## config.mk

```make
export PLATFORM = sky130hd
export DESIGN_NAME = daisy_chain_input_slave
export DESIGN_NICKNAME = d
export VERILOG_FILES = /design/src/sv/dcis_pkg.sv /design/src/sv/dcis_ctrl.sv /design/src/sv/dcis_emit.sv /design/src/sv/daisy_chain_input_slave.sv
export SDC_FILE = /design/constraint.sdc
export NUM_CORES = 1
export LEC_CHECK = 0
export ABC_AREA = 1
export BUFFER_PORTS_ARGS = -buffer_cell sky130_fd_sc_hd__clkbuf_2
export CAP_MARGIN = 20
export CORE_MARGIN = 5
export CORE_UTILIZATION = 55
export DETAILED_ROUTE_END_ITERATION = 7
export GPL_TIMING_DRIVEN = 0
export PLACE_DENSITY = 0.86
export RECOVER_POWER = 100
export SLEW_MARGIN = 40
export SYNTH_ARGS = -nofsm -noshare
export SYNTH_HDL_FRONTEND = slang
export SYNTH_HIERARCHICAL = 1
export SYNTH_SLANG_ARGS = --single-unit
export TNS_END_PERCENT = 10
```

## constraint.sdc

```tcl
create_clock -name clk -period 3.7 [get_ports clk]
set_clock_uncertainty 0.05 [all_clocks]
set_input_delay 0 -clock clk [delete_from_list [all_inputs] [get_ports clk]]
set_output_delay 0 -clock clk [all_outputs]
set_load 0.03 [all_outputs]
```

## src/sv/dcis_pkg.sv

```systemverilog
`default_nettype none
// ----------------------------------------------------------------------------
// dcis_pkg
// Shared types and constants of the daisy-chain input slave: symbol codes,
// field widths and the response handed from the phase control to the emitter.
// ----------------------------------------------------------------------------
package dcis_pkg;

	localparam int SYM_W          = 3;
	localparam int LOCAL_W        = 8;
	localparam int IN_TDATA_W     = 16;  // symbol + local_bits, padded to bytes
	localparam int OUT_TDATA_W    = 8;   // out_symbol, padded to a byte
	localparam int NUM_INPUTS_DEF = 8;

	localparam logic [SYM_W-1:0] SYM_GROWL = 3'd2;
	localparam logic [SYM_W-1:0] SYM_BARK  = 3'd3;
	localparam logic [SYM_W-1:0] SYM_HOWL  = 3'd4;

	typedef enum logic [1:0] {
		RESP_NONE,
		RESP_SINGLE,
		RESP_BURST
	} resp_kind_t;

	typedef struct packed {
		resp_kind_t       kind;
		logic [SYM_W-1:0] sym;
	} resp_t;

endpackage

`default_nettype wire

```

## src/sv/dcis_ctrl.sv

```systemverilog
`default_nettype none
// ----------------------------------------------------------------------------
// dcis_ctrl
// Phase and copy counter of the slave. Decides, for the symbol on the input,
// whether nothing, one symbol or a full local frame goes downstream, and
// updates the phase on each accepted transaction.
// ----------------------------------------------------------------------------
module dcis_ctrl
	import dcis_pkg::*;
#(
	parameter int NUM_INPUTS = NUM_INPUTS_DEF
) (
	input  wire              clk,
	input  wire              arst_n,
	input  wire              accept,
	input  wire              mode,
	input  wire [SYM_W-1:0]  symbol,
	output resp_t            resp
);

	localparam int CLW = $clog2(NUM_INPUTS + 1);
	localparam logic [CLW-1:0] CL_INIT = CLW'(NUM_INPUTS);
	localparam logic [CLW-1:0] CL_ONE  = CLW'(1);

	localparam logic [1:0] PH_REST  = 2'd0;
	localparam logic [1:0] PH_ALERT = 2'd1;
	localparam logic [1:0] PH_COPY  = 2'd2;

	logic [1:0]     phase_q;
	logic [1:0]     phase_eff;
	logic [1:0]     phase_nxt;
	logic [CLW-1:0] copy_left_q;
	logic [CLW-1:0] copy_left_eff;
	logic [CLW-1:0] copy_left_nxt;

	always_comb begin
		// a reset command forces rest before the symbol is handled
		phase_eff     = mode ? PH_REST : phase_q;
		copy_left_eff = mode ? CL_INIT : copy_left_q;
		phase_nxt     = phase_eff;
		copy_left_nxt = copy_left_eff;
		resp.kind     = RESP_NONE;
		resp.sym      = symbol;
		case (phase_eff)
			PH_ALERT: begin
				if (symbol != SYM_HOWL) begin
					resp.kind = RESP_SINGLE;
					resp.sym  = SYM_BARK;
					phase_nxt = PH_COPY;
				end else begin
					resp.kind = RESP_BURST;
					resp.sym  = SYM_BARK;
					phase_nxt = PH_REST;
				end
			end
			PH_COPY: begin
				resp.kind = RESP_SINGLE;
				if (copy_left_eff <= CL_ONE) begin
					phase_nxt     = PH_ALERT;
					copy_left_nxt = CL_INIT;
				end else begin
					copy_left_nxt = copy_left_eff - CL_ONE;
				end
			end
			default: begin
				// rest, and the unused code acting as rest
				phase_nxt = PH_REST;
				if (symbol == SYM_GROWL) begin
					resp.kind = RESP_SINGLE;
					phase_nxt = PH_ALERT;
				end
			end
		endcase
	end

	always_ff @(posedge clk or negedge arst_n) begin
		if (!arst_n) begin
			phase_q     <= PH_REST;
			copy_left_q <= CL_INIT;
		end else if (accept) begin
			phase_q     <= phase_nxt;
			copy_left_q <= copy_left_nxt;
		end
	end

endmodule

`default_nettype wire

```

## src/sv/dcis_emit.sv

```systemverilog
`default_nettype none
// ----------------------------------------------------------------------------
// dcis_emit
// Output register and frame serializer. A single response goes straight to
// the output register; a local frame sends bark, then the local bits one per
// transaction out of a shift register, then growl and howl.
// ----------------------------------------------------------------------------
module dcis_emit
	import dcis_pkg::*;
#(
	parameter int NUM_INPUTS = NUM_INPUTS_DEF
) (
	input  wire                clk,
	input  wire                arst_n,
	input  wire                load,
	input  resp_t              resp,
	input  wire  [LOCAL_W-1:0] local_bits,
	input  wire                out_ready,
	output logic               out_valid,
	output logic [SYM_W-1:0]   out_symbol,
	output logic               out_last,
	output logic               busy
);

	localparam int CW = $clog2(NUM_INPUTS + 1);
	localparam logic [CW-1:0] CNT_INIT = CW'(NUM_INPUTS);
	localparam logic [CW-1:0] CNT_ONE  = CW'(1);

	localparam logic [1:0] E_IDLE  = 2'd0;
	localparam logic [1:0] E_BITS  = 2'd1;
	localparam logic [1:0] E_GROWL = 2'd2;
	localparam logic [1:0] E_HOWL  = 2'd3;

	logic [1:0]         state_q;
	logic [1:0]         state_nxt;
	logic [CW-1:0]      cnt_q;
	logic [CW-1:0]      cnt_nxt;
	logic [LOCAL_W-1:0] shift_q;
	logic [LOCAL_W-1:0] shift_nxt;
	logic               ovalid_q;
	logic [SYM_W-1:0]   osym_q;
	logic               olast_q;
	logic               adv;
	logic               emit;
	logic [SYM_W-1:0]   emit_sym;
	logic               emit_last;

	assign adv        = !ovalid_q || out_ready;
	assign busy       = (state_q != E_IDLE);
	assign out_valid  = ovalid_q;
	assign out_symbol = osym_q;
	assign out_last   = olast_q;

	always_comb begin
		state_nxt = state_q;
		cnt_nxt   = cnt_q;
		shift_nxt = shift_q;
		emit      = 1'b0;
		emit_sym  = resp.sym;
		emit_last = 1'b0;
		case (state_q)
			E_IDLE: begin
				if (load) begin
					case (resp.kind)
						RESP_SINGLE: begin
							emit      = 1'b1;
							emit_last = 1'b1;
						end
						RESP_BURST: begin
							emit      = 1'b1;
							emit_sym  = SYM_BARK;
							state_nxt = E_BITS;
							cnt_nxt   = CNT_INIT;
							shift_nxt = local_bits;
						end
						default: begin
							emit = 1'b0;
						end
					endcase
				end
			end
			E_BITS: begin
				if (adv) begin
					// send bit 0, shift zeros in behind the field
					emit      = 1'b1;
					emit_sym  = {{(SYM_W-1){1'b0}}, shift_q[0]};
					shift_nxt = shift_q >> 1;
					cnt_nxt   = cnt_q - CNT_ONE;
					if (cnt_q == CNT_ONE) begin
						state_nxt = E_GROWL;
					end
				end
			end
			E_GROWL: begin
				if (adv) begin
					emit      = 1'b1;
					emit_sym  = SYM_GROWL;
					state_nxt = E_HOWL;
				end
			end
			E_HOWL: begin
				if (adv) begin
					emit      = 1'b1;
					emit_sym  = SYM_HOWL;
					emit_last = 1'b1;
					state_nxt = E_IDLE;
				end
			end
			default: begin
				state_nxt = E_IDLE;
			end
		endcase
	end

	always_ff @(posedge clk or negedge arst_n) begin
		if (!arst_n) begin
			state_q  <= E_IDLE;
			cnt_q    <= CNT_INIT;
			ovalid_q <= 1'b0;
		end else begin
			state_q <= state_nxt;
			cnt_q   <= cnt_nxt;
			if (adv) begin
				ovalid_q <= emit;
			end
		end
	end

	always_ff @(posedge clk) begin
		shift_q <= shift_nxt;
		if (adv && emit) begin
			osym_q  <= emit_sym;
			olast_q <= emit_last;
		end
	end

endmodule

`default_nettype wire

```

## src/sv/daisy_chain_input_slave.sv

```systemverilog
`default_nettype none
// ----------------------------------------------------------------------------
// daisy_chain_input_slave
// One slave of a daisy-chained polling line: forwards, absorbs or copies line
// symbols and answers the end symbol with a frame of its own local bits.
// ----------------------------------------------------------------------------
//  channel | direction | tdata                          | tuser | tlast
//  s_*     | in        | symbol[2:0], local_bits[10:3]  | mode  | -
//  m_*     | out       | out_symbol[2:0]                | -     | last
//
//  An input transaction yields zero or one output transaction, except a howl
//  while alert, which yields NUM_INPUTS + 3 output transactions at one per cycle
//  while m_tready is high, serialized through the local bit shift register; no
//  input is taken until the final howl of that frame is loaded.
//  Reset puts the slave in rest with the copy counter at NUM_INPUTS.
//  A single output register holds a stalled result; s_tready also needs !busy.
// ----------------------------------------------------------------------------
module daisy_chain_input_slave
	import dcis_pkg::*;
#(
	parameter int NUM_INPUTS = NUM_INPUTS_DEF
) (
	input  wire                   clk,
	input  wire                   arst_n,
	input  wire                   s_tvalid,
	output logic                  s_tready,
	input  wire  [IN_TDATA_W-1:0] s_tdata,   // symbol[2:0], local_bits[10:3], zero pad
	input  wire                   s_tuser,   // mode
	output logic                  m_tvalid,
	input  wire                   m_tready,
	output logic [OUT_TDATA_W-1:0] m_tdata,  // out_symbol[2:0], zero pad
	output logic                  m_tlast
);

	logic               s_acc;
	logic               busy;
	logic [SYM_W-1:0]   in_symbol;
	logic [LOCAL_W-1:0] in_local_bits;
	logic [SYM_W-1:0]   out_symbol;
	resp_t              resp;

	assign in_symbol     = s_tdata[SYM_W-1:0];
	assign in_local_bits = s_tdata[SYM_W+LOCAL_W-1:SYM_W];
	assign s_tready      = !busy && (!m_tvalid || m_tready);
	assign s_acc         = s_tvalid && s_tready;
	assign m_tdata       = {{(OUT_TDATA_W-SYM_W){1'b0}}, out_symbol};

	dcis_ctrl #(
		.NUM_INPUTS(NUM_INPUTS)
	) u_ctrl (
		.clk    (clk),
		.arst_n (arst_n),
		.accept (s_acc),
		.mode   (s_tuser),
		.symbol (in_symbol),
		.resp   (resp)
	);

	dcis_emit #(
		.NUM_INPUTS(NUM_INPUTS)
	) u_emit (
		.clk        (clk),
		.arst_n     (arst_n),
		.load       (s_acc),
		.resp       (resp),
		.local_bits (in_local_bits),
		.out_ready  (m_tready),
		.out_valid  (m_tvalid),
		.out_symbol (out_symbol),
		.out_last   (m_tlast),
		.busy       (busy)
	);

	a_busy_blocks_input: assert property (@(posedge clk) disable iff (!arst_n)
		busy |-> !s_tready)
		else $error("input taken while a frame is being sent");

	a_frame_starts_with_bark: assert property (@(posedge clk) disable iff (!arst_n)
		s_acc && (resp.kind == RESP_BURST)
		|=> m_tvalid && (m_tdata[SYM_W-1:0] == SYM_BARK) && !m_tlast && busy)
		else $error("local frame did not open with bark");

	a_single_is_last: assert property (@(posedge clk) disable iff (!arst_n)
		s_acc && (resp.kind == RESP_SINGLE) |=> m_tvalid && m_tlast && !busy)
		else $error("single response not marked last");

	a_absorb_is_silent: assert property (@(posedge clk) disable iff (!arst_n)
		s_acc && (resp.kind == RESP_NONE) |=> !m_tvalid)
		else $error("absorbed symbol produced output");

endmodule

`default_nettype wire
```

Word level (Yosys, flattened, before mapping)
Index checks and enable logic that the tools add are counted.
Word-level totals
  register bits: 25
  input bits: 21
  output and inout port bits: 11
  word-level logic and storage cells: 79
Cells by class
  $add $sub $neg: 2
  magnitude comparators: 1
  equality and inequality tests: 16
  muxes and demuxes: 39
  reductions and logical operators: 13
Operators with widths (count)
  2-to-1 mux 4 bit: 6
  2-to-1 mux 8 bit: 3
  2-to-1 mux 2 bit: 9
  2-to-1 mux 3 bit: 6
  case mux 8 bit (2 select lines): 1
  case mux 3 bit (4 select lines): 1
  == test 2 bit (second input constant): 4
  != test 2 x 1 -> 1 bit (second input constant): 4
  case mux 2 bit (2 select lines): 2
  case mux 2 bit (4 select lines): 1
  case mux 4 bit (2 select lines): 1
  subtractor 4 x 1 -> 4 bit (second input constant): 2
  == test 2 x 1 -> 1 bit (second input constant): 3
  2-to-1 mux 1 bit: 6
  AND reduction 6 bit: 1
  2-to-1 mux 5 bit: 1
  == test 4 x 1 -> 1 bit (second input constant): 1
  <= comparator 4 x 1 -> 1 bit (second input constant): 1
  != test 2 bit (second input constant): 2
  case mux 1 bit (2 select lines): 2
  AND reduction 4 bit: 1
  nonzero test 2 bit: 2
  == test 3 x 2 -> 1 bit (second input constant): 1
  logical AND 1 bit: 3
  other kinds (6): 7

Logic depth before layout (Yosys ltp)
Gate-level depths: netlist of run 1.
  depth in word-level cells: 9
  gate-level depth with buffers: 17
  gate-level depth less buffers: 17

Hierarchy
Netlist of run 1, hierarchy kept.
By module, submodules not included
  dcis_emit: instances 1, cells each 138, area an instance 1124.8 µm², seq. area each 536.8 µm²
  dcis_ctrl: instances 1, cells each 75, area an instance 460.4 µm², seq. area each 151.4 µm²
  daisy_chain_input_slave: instances 1, cells each 13, area an instance 75.1 µm², seq. area each 0.0 µm²

Worst setup path before layout of run 1
OpenSTA, ideal clock, no wires.
  kind: reg-to-reg
  start point: register u_ctrl.phase_q[1]
  end point: register u_emit.olast_q (netlist: u_emit/out_last), enable pin
  arrival time: 1.898 ns
  data required time: 3.311 ns
  setup slack: 1.413 ns
  stages on the path, launching flop included: 12
  path buffers: 0
  period minus slack after synthesis: 2.287 ns
  cells stage by stage: dfrtp_1 -> inv_1 -> nor2_1 -> ha_1 -> or2_0 -> nand2_1 -> o21bai_1 -> inv_1 -> ha_1 -> inv_1 -> nand2_1 -> a21oi_1
RTL lines
  start: declaration: line dcis_ctrl.sv:29  | logic [1:0] phase_q;
  start signal: assignment: line dcis_ctrl.sv:81  | phase_q <= phase_nxt;
  end signal: assignment: line dcis_emit.sv:133  | olast_q <= emit_last;
  end: declaration: line dcis_emit.sv:42  | logic olast_q;

==> flow_summary.json, run 1 <==
{
  "critPathMaxStageDelay_ps": 380,
  "crit_type": "flop to flop",
  "clk_pin_slew_worst_paths_ps": 140,
  "rows": 20,
  "ys.warnings.count": 6,
  "grt_pass1_wl_um": 5310,
  "r2r_end": "u_emit/shift_q[1]$_DFFE_PP_",
  "die_h_um": 64.9,
  "worstPathCellList": "inv_1 > nor2_1 > ha_1 > inv_1 > or2_0 > nand2_1 > o21bai_1 > inv_1 > ha_1 > nand2_1 > nand2_1 > nand2_1 > inv_1 > nand2_1 > inv_1",
  "dieArea_sq_um": 4220,
  "fin_cells": 298,
  "slew-limit-headroom": 0.523,
  "syn_inst": 226,
  "cts_sinks": 25,
  "wl_per_cell_um": 10.6,
  "drtIter0Drc": 62,
  "setup_viol": 0,
  "clockRootBuffer": "clkbuf_4",
  "worstMarginPinSlew_ps": 715,
  "powerDensity_nw_per_um2": 649,
  "cp_slowest_cell": "dfrtp_1",
  "reg2reg_depth": 15,
  "dr.pass1.iters": 4,
  "yosys_register_bits": 25,
  "syn2layout_area_growth_pct": 16.2,
  "path_delay_family": "simple AND/OR/NAND/NOR gates",
  "timing.critical_path.buf_inv": 5,
  "start_util": 0.558,
  "vias_per_cell": 4.97,
  "peakVddDrop_uv": 322,
  "wl_um": 3160,
  "postCtsSetupBuffers": 0,
  "drc": 0,
  "cts_max_path_buffers": 2,
  "async_flop_share": 0.520,
  "grt_pass1_vias": 1296,
  "p_leak_nw": 1.04,
  "drive_gt1_frac": 0.125,
  "overflow": 0,
  "antenna_found_initial": 0,
  "synth.top_cells.by_area": "edfxtp_1 (22%), nand2_1 (19%), dfrtp_1 (17%)",
  "core_sq_um": 2980,
  "placed_area_sq_um": 1820,
  "synth.distinct_cells": 24,
  "tns_ps": 0,
  "arrival_ps": 2690,
  "fin_util": 0.648,
  "startpoint_type": "flop",
  "rsz0062_at_grt": "false",
  "holdWs_ps": 21.6,
  "cts_tree": "yes",
  "grt_start_max_net_pins": 16,
  "ios": 32,
  "dp_hpwl_um": 2350,
  "dr_total_vias": 1480,
  "yosysMostFrequentCell": "nand2_1",
  "ys_seq_area_frac": 0.414,
  "maxCapViolations": 0,
  "layout.nets": 299,
  "synth.avg_cell_area_sq_um": 7.35,
  "yosysTopAreaCell": "edfxtp_1",
  "hold_path.class": "input port to flop",
  "rrSetupSlack_ps": 1010,
  "io_buffers": 21,
  "cp_data_required_time_ps": 3700,
  "max_clock_freq_mhz": 372,
  "r2r_start": "u_ctrl/phase_q[1]$_DFFE_PN0P_",
  "grtUsageTotal": 0.162,
  "startpoint": "u_ctrl/phase_q[1]$_DFFE_PN0P_",
  "place_congestion": 0.899,
  "min_period_over_period": 0.726,
  "crit_path_max_fanout": 9,
  "numCtsBuffers": 3,
  "dp_cells": 284,
  "synthDominantCellAreaShare": 0.217,
  "synth_edf_count": 12,
  "status": "completed",
  "clock_latency_ps": 320,
  "cp_num_cells": 15,
  "finalHoldViolations": 0,
  "drtAntennaViolNets": 0,
  "design_area_sq_um": 1930,
  "synthTopCellsByCount": "nand2_1 (82), inv_1 (34), nand3_1 (20)",
  "synth-main-ff-cell": "edfxtp_1",
  "die_w_um": 64.9,
  "endpoint": "u_emit/shift_q[1]$_DFFE_PP_",
  "maxSlewViolCount": 0,
  "min_period_ps": 2690,
  "end_kind": "flop",
  "cts-htree-levels": 1,
  "netlist_area_sq_um": 1660,
  "antenna_cells": 0,
  "fill_cells": 262
}
-- through the flow --
| stage | power (W) | worst slack, ps |
|---|---|---|
| after floorplan | 0.000994 | 1410 |
| after global placement | 0.00113 | 1190 |
| after detailed placement | 0.00115 | 1200 |
| after CTS | 0.00128 | 1170 |
| after global routing | 0.00136 | 674 |
| final | 0.00125 | 1010 |
-- per-layer routing --
metal	track usage	wire length [um]
met4	0.0950	90
met5	0	0
met2	0.262	1480
met1	0.207	1440
met3	0.0208	147
-- power breakdown --
| part | total (W) | internal, W | switching, W |
|---|---|---|---|
| logic | 0.000626 | 0.000193 | 0.000433 |
| registers | 0.000499 | 0.000444 | 0.0000550 |
| clock network | 0.000127 | 0.0000413 | 0.0000852 |
-- layout make-up --
type | count | area (sq um) | share of cell area
flip-flops and latches | 25 | 688 | 0.357
repair buffers | 31 | 196 | 0.102
clock inverters | 1 | 7.51 | 0.00389
multi-input cells | 161 | 790 | 0.409
clock buffers | 3 | 22.5 | 0.0117
inverters | 38 | 143 | 0.0739
plain buffers | 6 | 41.3 | 0.0214
well taps | 33 | 41.3 | 0.0214
-- how the worst min path moves through the flow --
stage / startpoint / endpoint / slack [ps] / cells after the start
2_1_floorplan: arst_n / u_ctrl/copy_left_q[0]$_DFFE_PN0P_ / -350 / 0
3_3_place_gp: arst_n / u_ctrl/copy_left_q[0]$_DFFE_PN0P_ / -140 / 1
3_5_place_dp: arst_n / u_ctrl/copy_left_q[0]$_DFFE_PN0P_ / -130 / 1
4_1_cts: s_tdata[1] / u_ctrl/phase_q[0]$_DFFE_PN0P_ / 20 / 5
5_1_grt: s_tdata[1] / u_ctrl/phase_q[0]$_DFFE_PN0P_ / 60 / 5
6_report: s_tdata[1] / u_ctrl/phase_q[0]$_DFFE_PN0P_ / 20 / 5
-- cells in the final DEF (no fill, tap or decap), drive strengths merged --
master | Yosys | routed
or2 | 4 | 4
buf | 6 | 5
o21ai | 8 | 8
dfrtp | 11 | 11
o21bai | 1 | 1
xor2 | 1 | 1
dfstp | 2 | 2
a21oi | 3 | 3
inv | 38 | 38
ha | 12 | 12
nor2 | 16 | 16
conb | 1 | 5
nand3 | 20 | 20
nor3 | 1 | 1
clkbuf | 0 | 25
nand2 | 87 | 87
nand3b | 3 | 3
edfxtp | 12 | 12
dlygate4sd3 | 0 | 10
clkinvlp | 0 | 1
-- timing repair --
| action | 4_1_cts | 5_1_grt |
|---|---|---|
| setup endpoints to repair | 0 | 0 |
| hold buffers | 10 | 0 |
| endpoints found under the hold margin | 24 | 0 |
| resized for setup | 0 | 0 |
-- cell families after synthesis --
kind of cell	Yosys count	synth area share
adders and majority gates	12	0.0904
AOI/OAI and AO/OA	12	0.0377
and+or+nand+nor	131	0.338
xor gates and xnor gates	1	0.00528
other	1	0.00226
DFF	25	0.414
buffers and inverters	44	0.112
-- registers in the layout, summed over array words and instances, names as in the netlist --
| name | cells |
|---|---|
| u_emit/out_last | 1 |
| u_ctrl/phase_q | 2 |
| u_emit/out_symbol | 3 |
| u_emit/out_valid | 1 |
| u_emit/state_q | 2 |
| u_emit/cnt_q | 4 |
| u_emit/shift_q | 8 |
| u_ctrl/copy_left_q | 4 |
-- worst register-to-register path, stage by stage, from the launching register on --
cell,delay [ps]
dfrtp_1,380
inv_1,50
nor2_1,180
ha_1,300
inv_1,70
or2_0,190
nand2_1,90
o21bai_1,140
inv_1,60
ha_1,190
nand2_1,100
nand2_1,60
nand2_1,80
inv_1,60
nand2_1,190
inv_1,230
Note: power is estimated with default switching activity, not from simulation.
==> inputs of run 2 (changes only) <==
--- a/config.mk
+++ b/config.mk
@@ -9,10 +9,10 @@
 export BUFFER_PORTS_ARGS = -buffer_cell sky130_fd_sc_hd__clkbuf_2
 export CAP_MARGIN = 20
 export CORE_MARGIN = 5
-export CORE_UTILIZATION = 55
+export CORE_UTILIZATION = 49
 export DETAILED_ROUTE_END_ITERATION = 7
 export GPL_TIMING_DRIVEN = 0
-export PLACE_DENSITY = 0.86
+export PLACE_DENSITY = 0.82
 export RECOVER_POWER = 100
 export SLEW_MARGIN = 40
 export SYNTH_ARGS = -nofsm -noshare
==> constraint.sdc (replaced) <==
create_clock -name clk -period 2.45 [get_ports clk]
set_clock_uncertainty 0.05 [all_clocks]
set_input_delay 0 -clock clk [delete_from_list [all_inputs] [get_ports clk]]
set_output_delay 0 -clock clk [all_outputs]
set_load 0.03 [all_outputs]
==> run 2 against run 1 <==
Compared with the run above: register-to-register slack worse by 890 ps; sequential share of layout area decreased by 1.6 points; first-iteration DRC count is 29% lower; largest cell class unchanged.
==> flow_summary.json, run 2 (same netlist as run 1, synthesis figures left out) <==
{
  "maxSlewViolCount": 0,
  "placed_area_sq_um": 1840,
  "crit_type": "flop to flop",
  "fill_cells": 310,
  "final_common_cell": "nand2_1",
  "ios": 32,
  "dr_total_vias": 1454,
  "dieArea_sq_um": 4650,
  "power_frac_clock": 0.099,
  "cts-htree-levels": 1,
  "drtIter0Drc": 44,
  "peakVddDrop_uv": 494,
  "wl_per_cell_um": 11.0,
  "r2r_start": "u_ctrl/phase_q[1]$_DFFE_PN0P_",
  "startpoint_type": "flop",
  "drc": 0,
  "power_w": 0.00200,
  "multi_input_area_sq_um": 840,
  "worstPathCellList": "inv_1 > nor2_4 > ha_4 > or2_0 > nand2_1 > o21bai_2 > inv_1 > ha_1 > nand2_2 > nand2_1 > nand2_2 > inv_2 > nand2_4 > clkinvlp_4",
  "startpoint": "u_ctrl/phase_q[1]$_DFFE_PN0P_",
  "max_clock_freq_mhz": 431,
  "top_regs": "u_emit/shift_q x8, u_ctrl/copy_left_q x4, u_emit/cnt_q x4",
  "drive_gt1_frac": 0.179,
  "status": "completed",
  "grt_pass1_wl_um": 5760,
  "die_w_um": 68.2,
  "maxCapViolations": 0,
  "cts_sinks": 25,
  "p_leak_nw": 1.05,
  "rsz0062_at_grt": "false",
  "dr.pass1.iters": 4,
  "seqPwrFrac": 0.378,
  "cts_max_path_buffers": 2,
  "end_kind": "flop",
  "vias_per_cell": 4.63,
  "holdWs_ps": 29.4,
  "antenna_found_initial": 0,
  "grt_start_max_net_pins": 16,
  "power_frac_comb": 0.522,
  "design_area_sq_um": 2020,
  "overflow": 0,
  "clockRootBuffer": "clkbuf_4",
  "start_util": 0.502,
  "grt_pass1_vias": 1406,
  "grtUsageTotal": 0.165,
  "p_sw_w": 0.000930,
  "cp_slowest_cell": "dfrtp_1",
  "timing.critical_path.buf_inv": 4,
  "switching_share": 0.466,
  "layout.nets": 302,
  "slew-limit-headroom": 0.495,
  "io_buffers": 21,
  "finalHoldViolations": 0,
  "drtAntennaViolNets": 0,
  "cp_data_required_time_ps": 2480,
  "crit_path_max_fanout": 5,
  "worstMarginPinSlew_ps": 758,
  "antenna_cells": 0,
  "min_period_ps": 2320,
  "top_register": "u_emit/shift_q",
  "path_delay_family": "simple AND/OR/NAND/NOR gates",
  "regArea_sq_um": 688,
  "die_h_um": 68.2,
  "rows": 21,
  "rrSetupSlack_ps": 130,
  "numCtsBuffers": 3,
  "dp_hpwl_um": 2460,
  "layout_common_cells": "nand2_1 (80), inv_1 (33), nand3_1 (20)",
  "arrival_ps": 2350,
  "clk_pin_slew_worst_paths_ps": 150,
  "largest_reg_flops": 8,
  "hold_path.class": "input port to flop",
  "powerDensity_nw_per_um2": 988,
  "setup_viol": 0,
  "critPathMaxStageDelay_ps": 370,
  "wl_um": 3460,
  "syn2layout_area_growth_pct": 21.8,
  "power.internal_w": 0.00107,
  "place_congestion": 0.830,
  "tns_ps": 0,
  "hold_start": "s_tdata[1]",
  "core_sq_um": 3310,
  "min_period_over_period": 0.948,
  "cts_tree": "yes",
  "clock_latency_ps": 320
}
==> run 2: cell count changes in the layout (fill, tap and decap cells not counted), moves of 2 or more <==
cell / delta
clkinvlp_4: +2
nand2_2: +3
inv_1: -2
buf_4: +2
nor2_1: -2
nand2_1: -4
==> run 2: final timing paths <==
kind / to / depth (start not counted)
setup reg to reg: u_emit/shift_q[2]$_DFFE_PP_ / 14
max in group asynchronous: u_emit/out_valid$_DFFE_PN0P_ / 2
hold reg to reg: u_ctrl/phase_q[1]$_DFFE_PN0P_ / 2
min in group asynchronous: u_ctrl/phase_q[0]$_DFFE_PN0P_ / 2
hold / removal: u_ctrl/phase_q[0]$_DFFE_PN0P_ / 5
setup / recovery: u_emit/shift_q[2]$_DFFE_PP_ / 14
==> run 2: worst min-delay path, stage by stage <==
cell	delay (ps)
clkbuf_2	90
nand3_1	100
nand3_1	80
nand3_1	70
nand2_1	50
==> run 2: stage by stage <==
stage | instances | worst slack (ps) | util
after floorplan | 230 | 163 | -
after global placement | 297 | -15.9 | 0.555
after detailed placement | 297 | -82.7 | 0.555
after CTS | 314 | 21.6 | 0.605
after global routing | 314 | 2.76 | 0.611
final | 314 | 127 | 0.611
==> run 2: area by class of cell <==
class / instances / share of cell area
Clock buffer: 3 / 0.0111
Tap cell: 46 / 0.0285
Timing Repair Buffer: 33 / 0.105
Multi-Input combinational cell: 161 / 0.415
Sequential cell: 25 / 0.340
Inverter: 38 / 0.0724
Buffer: 6 / 0.0204
Timing Repair inverter: 1 / 0.00371
Clock inverter: 1 / 0.00371
==> run 2: per-layer routing <==
layer | wire length (um) | vias up | GRT usage
met2 | 1860 | 24 | 0.306
met1 | 1470 | 657 | 0.191
met4 | 36 | 0 | 0.0695
met3 | 95 | 2 | 0.0148
met5 | 0 | - | 0
li1 | - | 771 | -
==> run 2: repair_timing <==
item,4_1_cts,5_1_grt
pin swaps,2,1
cloned,1,0
setup endpoints to repair,13,18
endpoints found under the hold margin,24,0
resized for setup,5,7
hold buffers,10,0
buffers inserted,2,0
==> run 2: power by group through the flow <==
stage | registers, W | logic (W) | clock network, W
final | 0.000755 | 0.00104 | 0.000199
after global routing | 0.000775 | 0.00118 | 0.000219
after CTS | 0.000755 | 0.00105 | 0.000206
after detailed placement | 0.000765 | 0.000979 | 0
after global placement | 0.000758 | 0.000943 | 0
after floorplan | 0.000834 | 0.000667 | 0
